### config.mk
export PLATFORM = sky130hd
export DESIGN_NAME = dft_forward_1d_top
export DESIGN_NICKNAME = d
export VERILOG_FILES = /design/src/rtl/dft_fwd_pkg.sv /design/src/rtl/dft_fwd_cell.sv /design/src/rtl/dft_fwd_mac.sv /design/src/rtl/dft_fwd_scale.sv /design/src/rtl/dft_forward_1d_top.sv
export SDC_FILE = /design/constraint.sdc
export NUM_CORES = 2
export LEC_CHECK = 0
export CELL_PAD_IN_SITES_DETAIL_PLACEMENT = 2
export CELL_PAD_IN_SITES_GLOBAL_PLACEMENT = 2
export CORE_MARGIN = 10
export CORE_UTILIZATION = 48
export CTS_BUF_LIST = sky130_fd_sc_hd__clkbuf_4 sky130_fd_sc_hd__clkbuf_8 sky130_fd_sc_hd__clkbuf_16
export DETAILED_ROUTE_END_ITERATION = 7
export DONT_BUFFER_PORTS = 1
export PLACE_DENSITY_LB_ADDON = 0.1
export SETUP_SLACK_MARGIN = 0.15
export SLEW_MARGIN = 20
export SYNTH_ARGS = -nofsm -noshare
export SYNTH_HDL_FRONTEND = slang
export SYNTH_HIERARCHICAL = 1
export SYNTH_SLANG_ARGS = --single-unit
### constraint.sdc
create_clock -name clk -period 36 [get_ports clk]
set_clock_uncertainty 0.05 [all_clocks]
set_input_delay 1.8 -clock clk [delete_from_list [all_inputs] [get_ports clk]]
set_output_delay 1.8 -clock clk [all_outputs]
set_load 0.02 [all_outputs]
### src/rtl/dft_fwd_pkg.sv
// shared widths, pipeline tag type and twiddle rom functions for the dft block
`default_nettype none

package dft_fwd_pkg;

  localparam int SAMPLE_W    = 16;
  localparam int TW_W        = 16;
  localparam int RES_W       = 16;
  localparam int PROD_W      = SAMPLE_W + TW_W;
  localparam int ACC_W       = 38;
  localparam int IDX_W       = 6;
  localparam int MAX_POINTS  = 64;
  localparam int MIN_POINTS  = 2;
  localparam int Q_SHIFT     = 15;
  localparam int T_W         = ACC_W - 1 - Q_SHIFT;
  localparam int RECIP_SHIFT = 24;
  localparam int TAYLOR_TERMS = 20;
  localparam logic [63:0] PI_Q28 = 64'd843314857;

  typedef struct packed {
    logic             valid;
    logic             first;
    logic             last;
    logic [IDX_W-1:0] bin;
  } dft_tag_t;

  function automatic int clamp_points(input int p);
    int r;
    r = p;
    if (r > MAX_POINTS) r = MAX_POINTS;
    if (r < MIN_POINTS) r = MIN_POINTS;
    return r;
  endfunction

  // unsigned floor quotient by shift and subtract, only used to build the rom
  function automatic logic [63:0] udiv64(input logic [63:0] num, input logic [63:0] den);
    logic [63:0] quo;
    logic [64:0] part;
    quo  = '0;
    part = '0;
    for (int i = 63; i >= 0; i--) begin
      part = {part[63:0], num[i]};
      if (part >= {1'b0, den}) begin
        part   = part - {1'b0, den};
        quo[i] = 1'b1;
      end
    end
    return quo;
  endfunction

  // cos or sin of a q4.28 angle in [0, pi] by a fixed-length series
  function automatic longint taylor_sum(input logic [63:0] ang, input logic want_sin);
    logic [63:0] x2;
    logic [63:0] tc;
    logic [63:0] ts;
    logic [63:0] den_c;
    logic [63:0] den_s;
    longint      sc;
    longint      ss;
    x2 = (ang * ang) >> 28;
    tc = 64'd1 << 28;
    ts = ang;
    sc = 0;
    ss = 0;
    for (int n = 0; n < TAYLOR_TERMS; n++) begin
      den_c = 64'((2 * n + 1) * (2 * n + 2));
      den_s = 64'((2 * n + 2) * (2 * n + 3));
      if (n[0] == 1'b0) begin
        sc = sc + $signed(tc);
        ss = ss + $signed(ts);
      end else begin
        sc = sc - $signed(tc);
        ss = ss - $signed(ts);
      end
      tc = udiv64((tc * x2) >> 28, den_c);
      ts = udiv64((ts * x2) >> 28, den_s);
    end
    return want_sin ? ss : sc;
  endfunction

  // q4.28 to q1.15, round half away from zero, saturate
  function automatic logic signed [TW_W-1:0] q28_to_q15(input longint v);
    longint r;
    if (v >= 0) begin
      r = (v + 64'sd4096) >>> 13;
    end else begin
      r = -((-v + 64'sd4096) >>> 13);
    end
    if (r > 32767) r = 32767;
    if (r < -32768) r = -32768;
    return TW_W'(r);
  endfunction

endpackage

`default_nettype wire

### src/rtl/dft_fwd_cell.sv
// one sample cell of the rotating sample ring
`default_nettype none

module dft_fwd_cell
  import dft_fwd_pkg::*;
(
  input  wire logic                       clk,
  input  wire logic                       shift_en,
  input  wire logic                       load_en,
  input  wire logic signed [SAMPLE_W-1:0] load_d,
  input  wire logic signed [SAMPLE_W-1:0] nbr_d,
  output logic signed [SAMPLE_W-1:0]      q
);

  logic signed [SAMPLE_W-1:0] smp_r;
  logic signed [SAMPLE_W-1:0] smp_nxt;

  // new sample enters at the tail, otherwise take the neighbor
  always_comb begin
    smp_nxt = load_en ? load_d : nbr_d;
  end

  always_ff @(posedge clk) begin
    if (shift_en) begin
      smp_r <= smp_nxt;
    end
  end

  assign q = smp_r;

endmodule

`default_nettype wire

### src/rtl/dft_fwd_mac.sv
// twiddle lookup, complex multiply and per-bin accumulation
`default_nettype none

module dft_fwd_mac
  import dft_fwd_pkg::*;
#(
  parameter int POINTS = 64,
  localparam int NPT = clamp_points(POINTS),
  localparam int K_W = $clog2(NPT)
) (
  input  wire logic                       clk,
  input  wire logic                       rst_n,
  input  wire logic                       en,
  input  wire dft_tag_t                   tag_in,
  input  wire logic signed [SAMPLE_W-1:0] sample_in,
  input  wire logic [K_W-1:0]             tw_idx,
  output dft_tag_t                        tag_out,
  output logic signed [ACC_W-1:0]         sum_re,
  output logic signed [ACC_W-1:0]         sum_im
);

  logic signed [TW_W-1:0] cos_tab [NPT];
  logic signed [TW_W-1:0] sin_tab [NPT];

  // twiddle rom, entry k is cos/sin of 2*pi*k/npt in q1.15
  for (genvar k = 0; k < NPT; k++) begin : g_rom
    localparam logic NEG = (2 * k > NPT);
    localparam int AM = NEG ? (NPT - k) : k;
    localparam logic [63:0] ANG = (64'd2 * PI_Q28 * 64'(AM) + 64'(NPT / 2)) / 64'(NPT);
    localparam longint SIN_RAW = taylor_sum(ANG, 1'b1);
    localparam logic signed [TW_W-1:0] COS_V = q28_to_q15(taylor_sum(ANG, 1'b0));
    localparam logic signed [TW_W-1:0] SIN_V = q28_to_q15(NEG ? -SIN_RAW : SIN_RAW);
    assign cos_tab[k] = COS_V;
    assign sin_tab[k] = SIN_V;
  end

  dft_tag_t                   tag1_r;
  dft_tag_t                   tag2_r;
  dft_tag_t                   tag3_r;
  dft_tag_t                   tag3_nxt;
  logic signed [SAMPLE_W-1:0] smp1_r;
  logic signed [TW_W-1:0]     cos1_r;
  logic signed [TW_W-1:0]     sin1_r;
  logic signed [PROD_W-1:0]   pre2_r;
  logic signed [PROD_W-1:0]   pim2_r;
  logic signed [ACC_W-1:0]    acc_re_r;
  logic signed [ACC_W-1:0]    acc_im_r;
  logic signed [ACC_W-1:0]    acc_re_nxt;
  logic signed [ACC_W-1:0]    acc_im_nxt;

  always_comb begin
    acc_re_nxt = (tag2_r.first ? '0 : acc_re_r) + ACC_W'(pre2_r);
    acc_im_nxt = (tag2_r.first ? '0 : acc_im_r) + ACC_W'(pim2_r);
    // the bin is done once its last product is in
    tag3_nxt       = tag2_r;
    tag3_nxt.valid = tag2_r.valid && tag2_r.last;
  end

  always_ff @(posedge clk) begin
    if (!rst_n) begin
      tag1_r <= '0;
      tag2_r <= '0;
      tag3_r <= '0;
    end else if (en) begin
      tag1_r <= tag_in;
      tag2_r <= tag1_r;
      tag3_r <= tag3_nxt;
    end
  end

  always_ff @(posedge clk) begin
    if (en) begin
      smp1_r <= sample_in;
      cos1_r <= cos_tab[tw_idx];
      sin1_r <= sin_tab[tw_idx];
      pre2_r <= smp1_r * cos1_r;
      pim2_r <= smp1_r * sin1_r;
      if (tag2_r.valid) begin
        acc_re_r <= acc_re_nxt;
        acc_im_r <= acc_im_nxt;
      end
    end
  end

  assign tag_out = tag3_r;
  assign sum_re  = acc_re_r;
  assign sum_im  = acc_im_r;

endmodule

`default_nettype wire

### src/rtl/dft_fwd_scale.sv
// divide bin sums by npt*2^15 with rounding, negate imag, saturate
`default_nettype none

module dft_fwd_scale
  import dft_fwd_pkg::*;
#(
  parameter int POINTS = 64
) (
  input  wire logic                     clk,
  input  wire logic                     rst_n,
  input  wire logic                     en,
  input  wire dft_tag_t                 tag_in,
  input  wire logic signed [ACC_W-1:0]  sum_re,
  input  wire logic signed [ACC_W-1:0]  sum_im,
  output dft_tag_t                      tag_out,
  output logic signed [RES_W-1:0]       res_re,
  output logic signed [RES_W-1:0]       res_im
);

  localparam int NPT   = clamp_points(POINTS);
  localparam int NPT_W = $clog2(NPT + 1);
  localparam int REM_W = T_W + NPT_W;
  localparam int PRD_W = T_W + RECIP_SHIFT;
  localparam logic [ACC_W-1:0]       HALF_D = ACC_W'(NPT) << (Q_SHIFT - 1);
  localparam logic [RECIP_SHIFT-1:0] RECIP  = RECIP_SHIFT'((64'd1 << RECIP_SHIFT) / NPT);
  localparam logic [NPT_W-1:0]       NPT_C  = NPT_W'(NPT);
  localparam logic signed [T_W:0]    SAT_HI = (T_W + 1)'(32767);
  localparam logic signed [T_W:0]    SAT_LO = -(T_W + 1)'(32768);

  // lane 0 is the real part, lane 1 the negated imaginary part
  localparam logic [1:0] LANE_INV = 2'b10;

  dft_tag_t tag4_r, tag5_r, tag6_r, tag7_r;

  logic signed [ACC_W-1:0] sum_l [2];
  logic [ACC_W-1:0]        mag    [2];
  logic [ACC_W-1:0]        mag_rd [2];
  logic [PRD_W-1:0]        prd    [2];
  logic [REM_W-1:0]        rem    [2];
  logic signed [T_W:0]     sval   [2];

  logic [T_W-1:0]          t4_r  [2];
  logic                    neg4_r [2];
  logic [T_W-1:0]          t5_r  [2];
  logic [T_W-1:0]          qa5_r [2];
  logic                    neg5_r [2];
  logic [T_W-1:0]          q6_r  [2];
  logic                    neg6_r [2];
  logic signed [RES_W-1:0] res7_r [2];

  assign sum_l[0] = sum_re;
  assign sum_l[1] = sum_im;

  always_comb begin
    for (int l = 0; l < 2; l++) begin
      mag[l]    = sum_l[l][ACC_W-1] ? ACC_W'(-sum_l[l]) : ACC_W'(sum_l[l]);
      mag_rd[l] = mag[l] + HALF_D;
      // quotient estimate from the reciprocal, low by at most one
      prd[l]    = PRD_W'(t4_r[l]) * PRD_W'(RECIP);
      rem[l]    = REM_W'(t5_r[l]) - REM_W'(qa5_r[l]) * REM_W'(NPT_C);
      sval[l]   = neg6_r[l] ? -$signed({1'b0, q6_r[l]}) : $signed({1'b0, q6_r[l]});
    end
  end

  always_ff @(posedge clk) begin
    if (!rst_n) begin
      tag4_r <= '0;
      tag5_r <= '0;
      tag6_r <= '0;
      tag7_r <= '0;
    end else if (en) begin
      tag4_r <= tag_in;
      tag5_r <= tag4_r;
      tag6_r <= tag5_r;
      tag7_r <= tag6_r;
    end
  end

  always_ff @(posedge clk) begin
    if (en) begin
      for (int l = 0; l < 2; l++) begin
        t4_r[l]   <= mag_rd[l][Q_SHIFT+T_W-1:Q_SHIFT];
        neg4_r[l] <= sum_l[l][ACC_W-1] ^ LANE_INV[l];
        t5_r[l]   <= t4_r[l];
        qa5_r[l]  <= prd[l][PRD_W-1:RECIP_SHIFT];
        neg5_r[l] <= neg4_r[l];
        q6_r[l]   <= (rem[l] >= REM_W'(NPT_C)) ? qa5_r[l] + 1'b1 : qa5_r[l];
        neg6_r[l] <= neg5_r[l];
        if (sval[l] > SAT_HI) begin
          res7_r[l] <= RES_W'(SAT_HI);
        end else if (sval[l] < SAT_LO) begin
          res7_r[l] <= RES_W'(SAT_LO);
        end else begin
          res7_r[l] <= RES_W'(sval[l]);
        end
      end
    end
  end

  assign tag_out = tag7_r;
  assign res_re  = res7_r[0];
  assign res_im  = res7_r[1];

endmodule

`default_nettype wire

### src/rtl/dft_forward_1d_top.sv
// top level of the direct forward dft: sample ring, bin sequencer, output register
// ---------------------------------------------------------------------------
// usage
//   input channel: in_valid / in_stall carry one signed 16-bit sample per item,
//   in arrival order. an item is taken on a rising edge with in_valid high and
//   in_stall low.
//   result channel: out_valid / out_stall carry one bin per item: bin index u,
//   rounded mean of sample*cos (real), negated mean of sample*sin (imag) and
//   a last-bin flag on bin POINTS-1.
// timing
//   samples are taken one per cycle while the frame fills. the item that
//   completes a frame raises in_stall until every bin is accumulated: one shared
//   multiply-accumulate walks the sample ring once per bin, so no sample of
//   the next frame is taken while bins are accumulated. each bin then passes
//   the mac, scale and output registers; bins come out in order.
// stall and reset
//   out_stall on a full output register freezes the whole compute pipeline,
//   sequencer and ring included; no bin is dropped. filling of the next frame
//   keeps going while earlier bins drain. reset empties the pipeline and
//   restarts the frame at sample zero; the ring needs no clearing.
// ---------------------------------------------------------------------------
`default_nettype none

module dft_forward_1d_top
  import dft_fwd_pkg::*;
#(
  parameter int POINTS = 64
) (
  input  wire logic                       clk,
  input  wire logic                       rst_n,
  input  wire logic                       in_valid,
  output logic                            in_stall,
  input  wire logic signed [SAMPLE_W-1:0] in_sample,
  output logic                            out_valid,
  input  wire logic                       out_stall,
  output logic [IDX_W-1:0]                out_bin_index,
  output logic signed [RES_W-1:0]         out_real_part,
  output logic signed [RES_W-1:0]         out_imag_part,
  output logic                            out_last_bin
);

  localparam int NPT = clamp_points(POINTS);
  localparam int K_W = $clog2(NPT);
  localparam logic [K_W-1:0]   LAST_K   = K_W'(NPT - 1);
  localparam logic [K_W:0]     NPT_K1   = (K_W + 1)'(NPT);
  localparam logic [IDX_W-1:0] LAST_BIN = IDX_W'(NPT - 1);

  // sequencer states
  localparam logic ST_FILL = 1'b0;
  localparam logic ST_RUN  = 1'b1;

  logic           state_r, state_nxt;
  logic [K_W-1:0] fill_cnt_r, fill_cnt_nxt;
  logic [K_W-1:0] x_r, x_nxt;       // sample position within the bin
  logic [K_W-1:0] u_r, u_nxt;       // bin being accumulated
  logic [K_W-1:0] k_r, k_nxt;       // twiddle index, u*x mod npt
  logic [K_W:0]   k_sum;

  logic     en;          // compute pipeline advance
  logic     in_accept;
  logic     ring_shift;
  dft_tag_t seq_tag;
  dft_tag_t mac_tag;
  dft_tag_t out_tag;

  logic signed [SAMPLE_W-1:0] ring_q [NPT];
  logic signed [ACC_W-1:0]    sum_re;
  logic signed [ACC_W-1:0]    sum_im;
  logic signed [RES_W-1:0]    res_re;
  logic signed [RES_W-1:0]    res_im;

  logic                    out_valid_r;
  logic [IDX_W-1:0]        out_bin_r;
  logic signed [RES_W-1:0] out_re_r;
  logic signed [RES_W-1:0] out_im_r;
  logic                    out_last_r;

  // freeze everything behind a held output register
  assign en        = !(out_valid_r && out_stall);
  assign in_stall  = (state_r != ST_FILL);
  assign in_accept = in_valid && !in_stall;
  // ring shifts on each sample in, and rotates once per accumulate step
  assign ring_shift = in_accept || ((state_r == ST_RUN) && en);

  // sample ring: cell 0 is the head that feeds the mac, new samples enter at the tail
  for (genvar i = 0; i < NPT; i++) begin : g_ring
    if (i == NPT - 1) begin : g_tail
      dft_fwd_cell u_cell (
        .clk      (clk),
        .shift_en (ring_shift),
        .load_en  (state_r == ST_FILL),
        .load_d   (in_sample),
        .nbr_d    (ring_q[0]),
        .q        (ring_q[i])
      );
    end else begin : g_body
      dft_fwd_cell u_cell (
        .clk      (clk),
        .shift_en (ring_shift),
        .load_en  (1'b0),
        .load_d   (in_sample),
        .nbr_d    (ring_q[i+1]),
        .q        (ring_q[i])
      );
    end
  end

  // bin sequencer
  always_comb begin
    state_nxt    = state_r;
    fill_cnt_nxt = fill_cnt_r;
    x_nxt        = x_r;
    u_nxt        = u_r;
    k_nxt        = k_r;
    k_sum        = {1'b0, k_r} + {1'b0, u_r};
    case (state_r)
      ST_FILL: begin
        if (in_accept) begin
          if (fill_cnt_r == LAST_K) begin
            // frame complete, start on bin zero
            fill_cnt_nxt = '0;
            state_nxt    = ST_RUN;
            x_nxt        = '0;
            u_nxt        = '0;
            k_nxt        = '0;
          end else begin
            fill_cnt_nxt = fill_cnt_r + 1'b1;
          end
        end
      end
      ST_RUN: begin
        if (en) begin
          if (x_r == LAST_K) begin
            x_nxt = '0;
            k_nxt = '0;
            if (u_r == LAST_K) begin
              state_nxt = ST_FILL;
            end else begin
              u_nxt = u_r + 1'b1;
            end
          end else begin
            x_nxt = x_r + 1'b1;
            // k steps by u with a single wrap
            k_nxt = (k_sum >= NPT_K1) ? K_W'(k_sum - NPT_K1) : k_sum[K_W-1:0];
          end
        end
      end
      default: begin
        state_nxt = ST_FILL;
      end
    endcase
  end

  always_ff @(posedge clk) begin
    if (!rst_n) begin
      state_r    <= ST_FILL;
      fill_cnt_r <= '0;
      x_r        <= '0;
      u_r        <= '0;
      k_r        <= '0;
    end else begin
      state_r    <= state_nxt;
      fill_cnt_r <= fill_cnt_nxt;
      x_r        <= x_nxt;
      u_r        <= u_nxt;
      k_r        <= k_nxt;
    end
  end

  always_comb begin
    seq_tag.valid = (state_r == ST_RUN);
    seq_tag.first = (x_r == '0);
    seq_tag.last  = (x_r == LAST_K);
    seq_tag.bin   = IDX_W'(u_r);
  end

  dft_fwd_mac #(.POINTS(NPT)) u_mac (
    .clk       (clk),
    .rst_n     (rst_n),
    .en        (en),
    .tag_in    (seq_tag),
    .sample_in (ring_q[0]),
    .tw_idx    (k_r),
    .tag_out   (mac_tag),
    .sum_re    (sum_re),
    .sum_im    (sum_im)
  );

  dft_fwd_scale #(.POINTS(NPT)) u_scale (
    .clk     (clk),
    .rst_n   (rst_n),
    .en      (en),
    .tag_in  (mac_tag),
    .sum_re  (sum_re),
    .sum_im  (sum_im),
    .tag_out (out_tag),
    .res_re  (res_re),
    .res_im  (res_im)
  );

  // output register, loads whenever it is empty or being taken
  always_ff @(posedge clk) begin
    if (!rst_n) begin
      out_valid_r <= 1'b0;
    end else if (en) begin
      out_valid_r <= out_tag.valid;
    end
  end

  always_ff @(posedge clk) begin
    if (en && out_tag.valid) begin
      out_bin_r  <= out_tag.bin;
      out_re_r   <= res_re;
      out_im_r   <= res_im;
      out_last_r <= (out_tag.bin == LAST_BIN);
    end
  end

  assign out_valid     = out_valid_r;
  assign out_bin_index = out_bin_r;
  assign out_real_part = out_re_r;
  assign out_imag_part = out_im_r;
  assign out_last_bin  = out_last_r;

endmodule

`default_nettype wire

==> metrics.md <==
| Metric | Value |
|---|---|
| Status | completed |
| Sink Count | 1464 |
| Initial antenna violation count | 1 |
| WL/cell | 27.5 um |
| Tot Pwr | 7.13 mW |
| Global-route wire length before repair | 380 mm |
| GRT Util Overall | 24.1% |
| CP Capture Type | flip-flop |
| Initial Util | 48.2% |
| Worst-skew pair later-pin latency | 0.82 ns |
| R2R depth | 20 |
| Vias in the first global route | 58800 |
| Slew Limit Fails | 0 |
| Register area | 43200 um^2 |
| DP Area | 90500 um^2 |
| Worst setup path endpoint | u_mac/pim2_r[28]$_DFFE_PP_ |
| Final Hold Viols | 0 |
| Share of cells above drive strength 1 | 21.2% |
| DR iter-0 viols | 3127 |
| Num CTS Buffers | 162 |
| Fillcell total | 17300 |
| RSZ-0062 raised after global routing | false |
| Worst setup startpoint | u_mac/sin1_r[1]$_DFFE_PP_ |
| Synthesized area | 89400 um^2 |
| Syn avg cell area | 13.8 um^2 |
| Hold_buf cts | 0 |
| DRC | 0 |
| Synthesized instance count | 6459 |
| Setup-failing EPs final | 0 |
| Multi-input logic area | 41300 um^2 |
| Worst VDD drop | 0.201 mV |
| Critical-path maximum fanout | 16 |
| Placeable Area | 185000 um^2 |
| Syn-to-layout area delta | 7.01% |
| Io pins | 61 |
| R2R Setup Slk | 28.52 ns |
| DIE WIDTH | 452 um |
| Final global-route overflow total | 0 |
| Port buffer count | 0 |
| CTS clk-pin slew, worst paths | 0.06 ns |
| CTS Root Cell | clkbuf_16 |
| Critical path type | reg2reg |
| HPWL after DPL | 153 mm |
| Reg2Reg Launch Point | u_mac/sin1_r[1]$_DFFE_PP_ |
| Min-delay worst type | reg2reg |
| TNS Setup | 0 ns |
| End of the worst register-to-register path | u_mac/pim2_r[28]$_DFFE_PP_ |
| CTS tree | yes |
| Fmax | 0.134 GHz |
| NumNets Final | 7225 |
| Die Span Y | 452 um |
| Largest net degree at the start of global routing | 177 |
| Tcrit/Tclk final | 20.8% |
| Worst Max-Slew Pin Slew | 1.27 ns |
| Post-DRT Antenna Nets | 0 |
| Data arrival, critical path | 7.99 ns |
| Row count | 158 |
| Leak pwr | 39.3 nW |
| Yosys warning count | 6 |
| Max-Cap Viols | 0 |
| H-Tree Depth | 4 |
| Post-route cell area | 95700 um^2 |
| Final RePlAce weighted congestion | 0.786 |
| Post_cts resized | 0 |
| PwrDens | 74.5 nW/um^2 |
| Max clock buf depth | 3 |
| # Post-CTS Setup Buffers | 0 |
| Req. time, crit path | 36.51 ns |
| Fin crit period | 7.48 ns |
| Die area | 204000 um^2 |
| Slew Limit Headroom | 15.6% |
| DR vias | 51100 |
| Via density | 5.66 |
| Detailed Route WL | 248 mm |
| Worst setup SP type | flip-flop |
| Pre-antenna DRT Iters | 5 |
## worst max-delay path, cell delays in order (launching register included)
cell      delay (ns)
edfxtp_1        0.89
nand2_1         0.22
inv_1           0.17
fa_1            0.53
fa_1            0.89
inv_1           0.22
fa_1            0.57
fa_1            0.45
fa_1            0.52
fa_1            0.56
inv_1           0.06
ha_1            0.37
a21o_1          0.20
a21o_1          0.19
a21o_1          0.17
a21o_1          0.18
a21oi_1         0.37
nor2b_1         0.14
o21ai_0         0.24
nand2b_1        0.12
xor2_1          0.16
## through the flow
step	std cells	utilization, %	hold slack [ns]	setup slack (ns)
detailed placement	8733	48.8	0.355	28.13
CTS	9027	51.6	0.343	28.52
global route	9027	51.6	0.359	28.15
finish	9029	51.6	0.347	28.52
global placement	8733	48.8	0.351	28.31
floorplan	6521	-	0.350	7.77
## cell usage in the layout (no fill, tap or decap), drive strengths merged, types with 25 or more instances in the layout
master / n
fa: 527
nor2b: 147
o21bai: 28
conb: 63
and2: 267
xor2: 59
mux2i: 66
inv: 670
o21a: 27
o21ai: 158
nand2: 395
nand2b: 40
a31oi: 27
nor4: 25
nor2: 185
nor3: 50
mux2: 1027
clkbuf: 206
xnor2: 134
a21oi: 181
ha: 261
edfxtp: 1385
buf: 43
or3: 29
a21o: 53
clkinv: 76
nand3: 49
dfxtp: 79
## power by group
group / total (mW) / switching (mW) / internal (mW)
logic: 3.23 / 1.85 / 1.38
clock network: 1.67 / 0.748 / 0.919
registers: 2.24 / 0.0641 / 2.18
total: 7.13 / 2.66 / 4.47
## flip-flops by register name (all words and copies together) (netlist names), 32 cells and up
| name | flops |
|---|---|
| u_mac/pim2_r | 32 |
| u_scale/t4_r | 32 |
| u_scale/res7_r | 32 |
| u_scale/q6_r | 32 |
| u_scale/qa5_r | 32 |
| g_ring.g_body.u_cell/q | 1008 |
| u_mac/sum_im | 38 |
| u_mac/pre2_r | 32 |
| u_mac/sum_re | 38 |
## per-layer routing
| layer | wire length (um) | GRT usage (%) |
|---|---|---|
| met4 | 5370 | 5.69 |
| met2 | 133000 | 44.4 |
| met3 | 7550 | 2.74 |
| met5 | 0 | 0 |
| met1 | 103000 | 30.2 |
## cell type report
class / instances / area share, %
sequential: 1464 / 45.1
tap: 2480 / 3.24
clock inverter: 88 / 0.827
timing repair buffer: 43 / 0.375
clock buffer: 206 / 4.64
antenna: 2 / 0.00523
inverter: 670 / 2.63
multi-input combinational: 4076 / 43.2
## how the worst min path moves through the flow
stage | startpoint | endpoint | depth (start not counted)
6_report | u_scale/qa5_r[0][4]$_DFFE_PP_ | u_scale/q6_r[0][4]$_DFFE_PP_ | 0
5_1_grt | u_scale/qa5_r[0][4]$_DFFE_PP_ | u_scale/q6_r[0][4]$_DFFE_PP_ | 0
4_1_cts | u_scale/qa5_r[0][4]$_DFFE_PP_ | u_scale/q6_r[0][4]$_DFFE_PP_ | 0
3_5_place_dp | u_scale/t4_r[0][10]$_DFFE_PP_ | u_scale/qa5_r[0][4]$_DFFE_PP_ | 0
3_3_place_gp | u_scale/res7_r[1][11]$_SDFFCE_PN1P_ | out_imag_part[11]$_DFFE_PP_ | 0
2_1_floorplan | u_scale/res7_r[1][0]$_SDFFCE_PN1P_ | out_imag_part[0]$_DFFE_PP_ | 0
(Power assumes the default switching activity.)
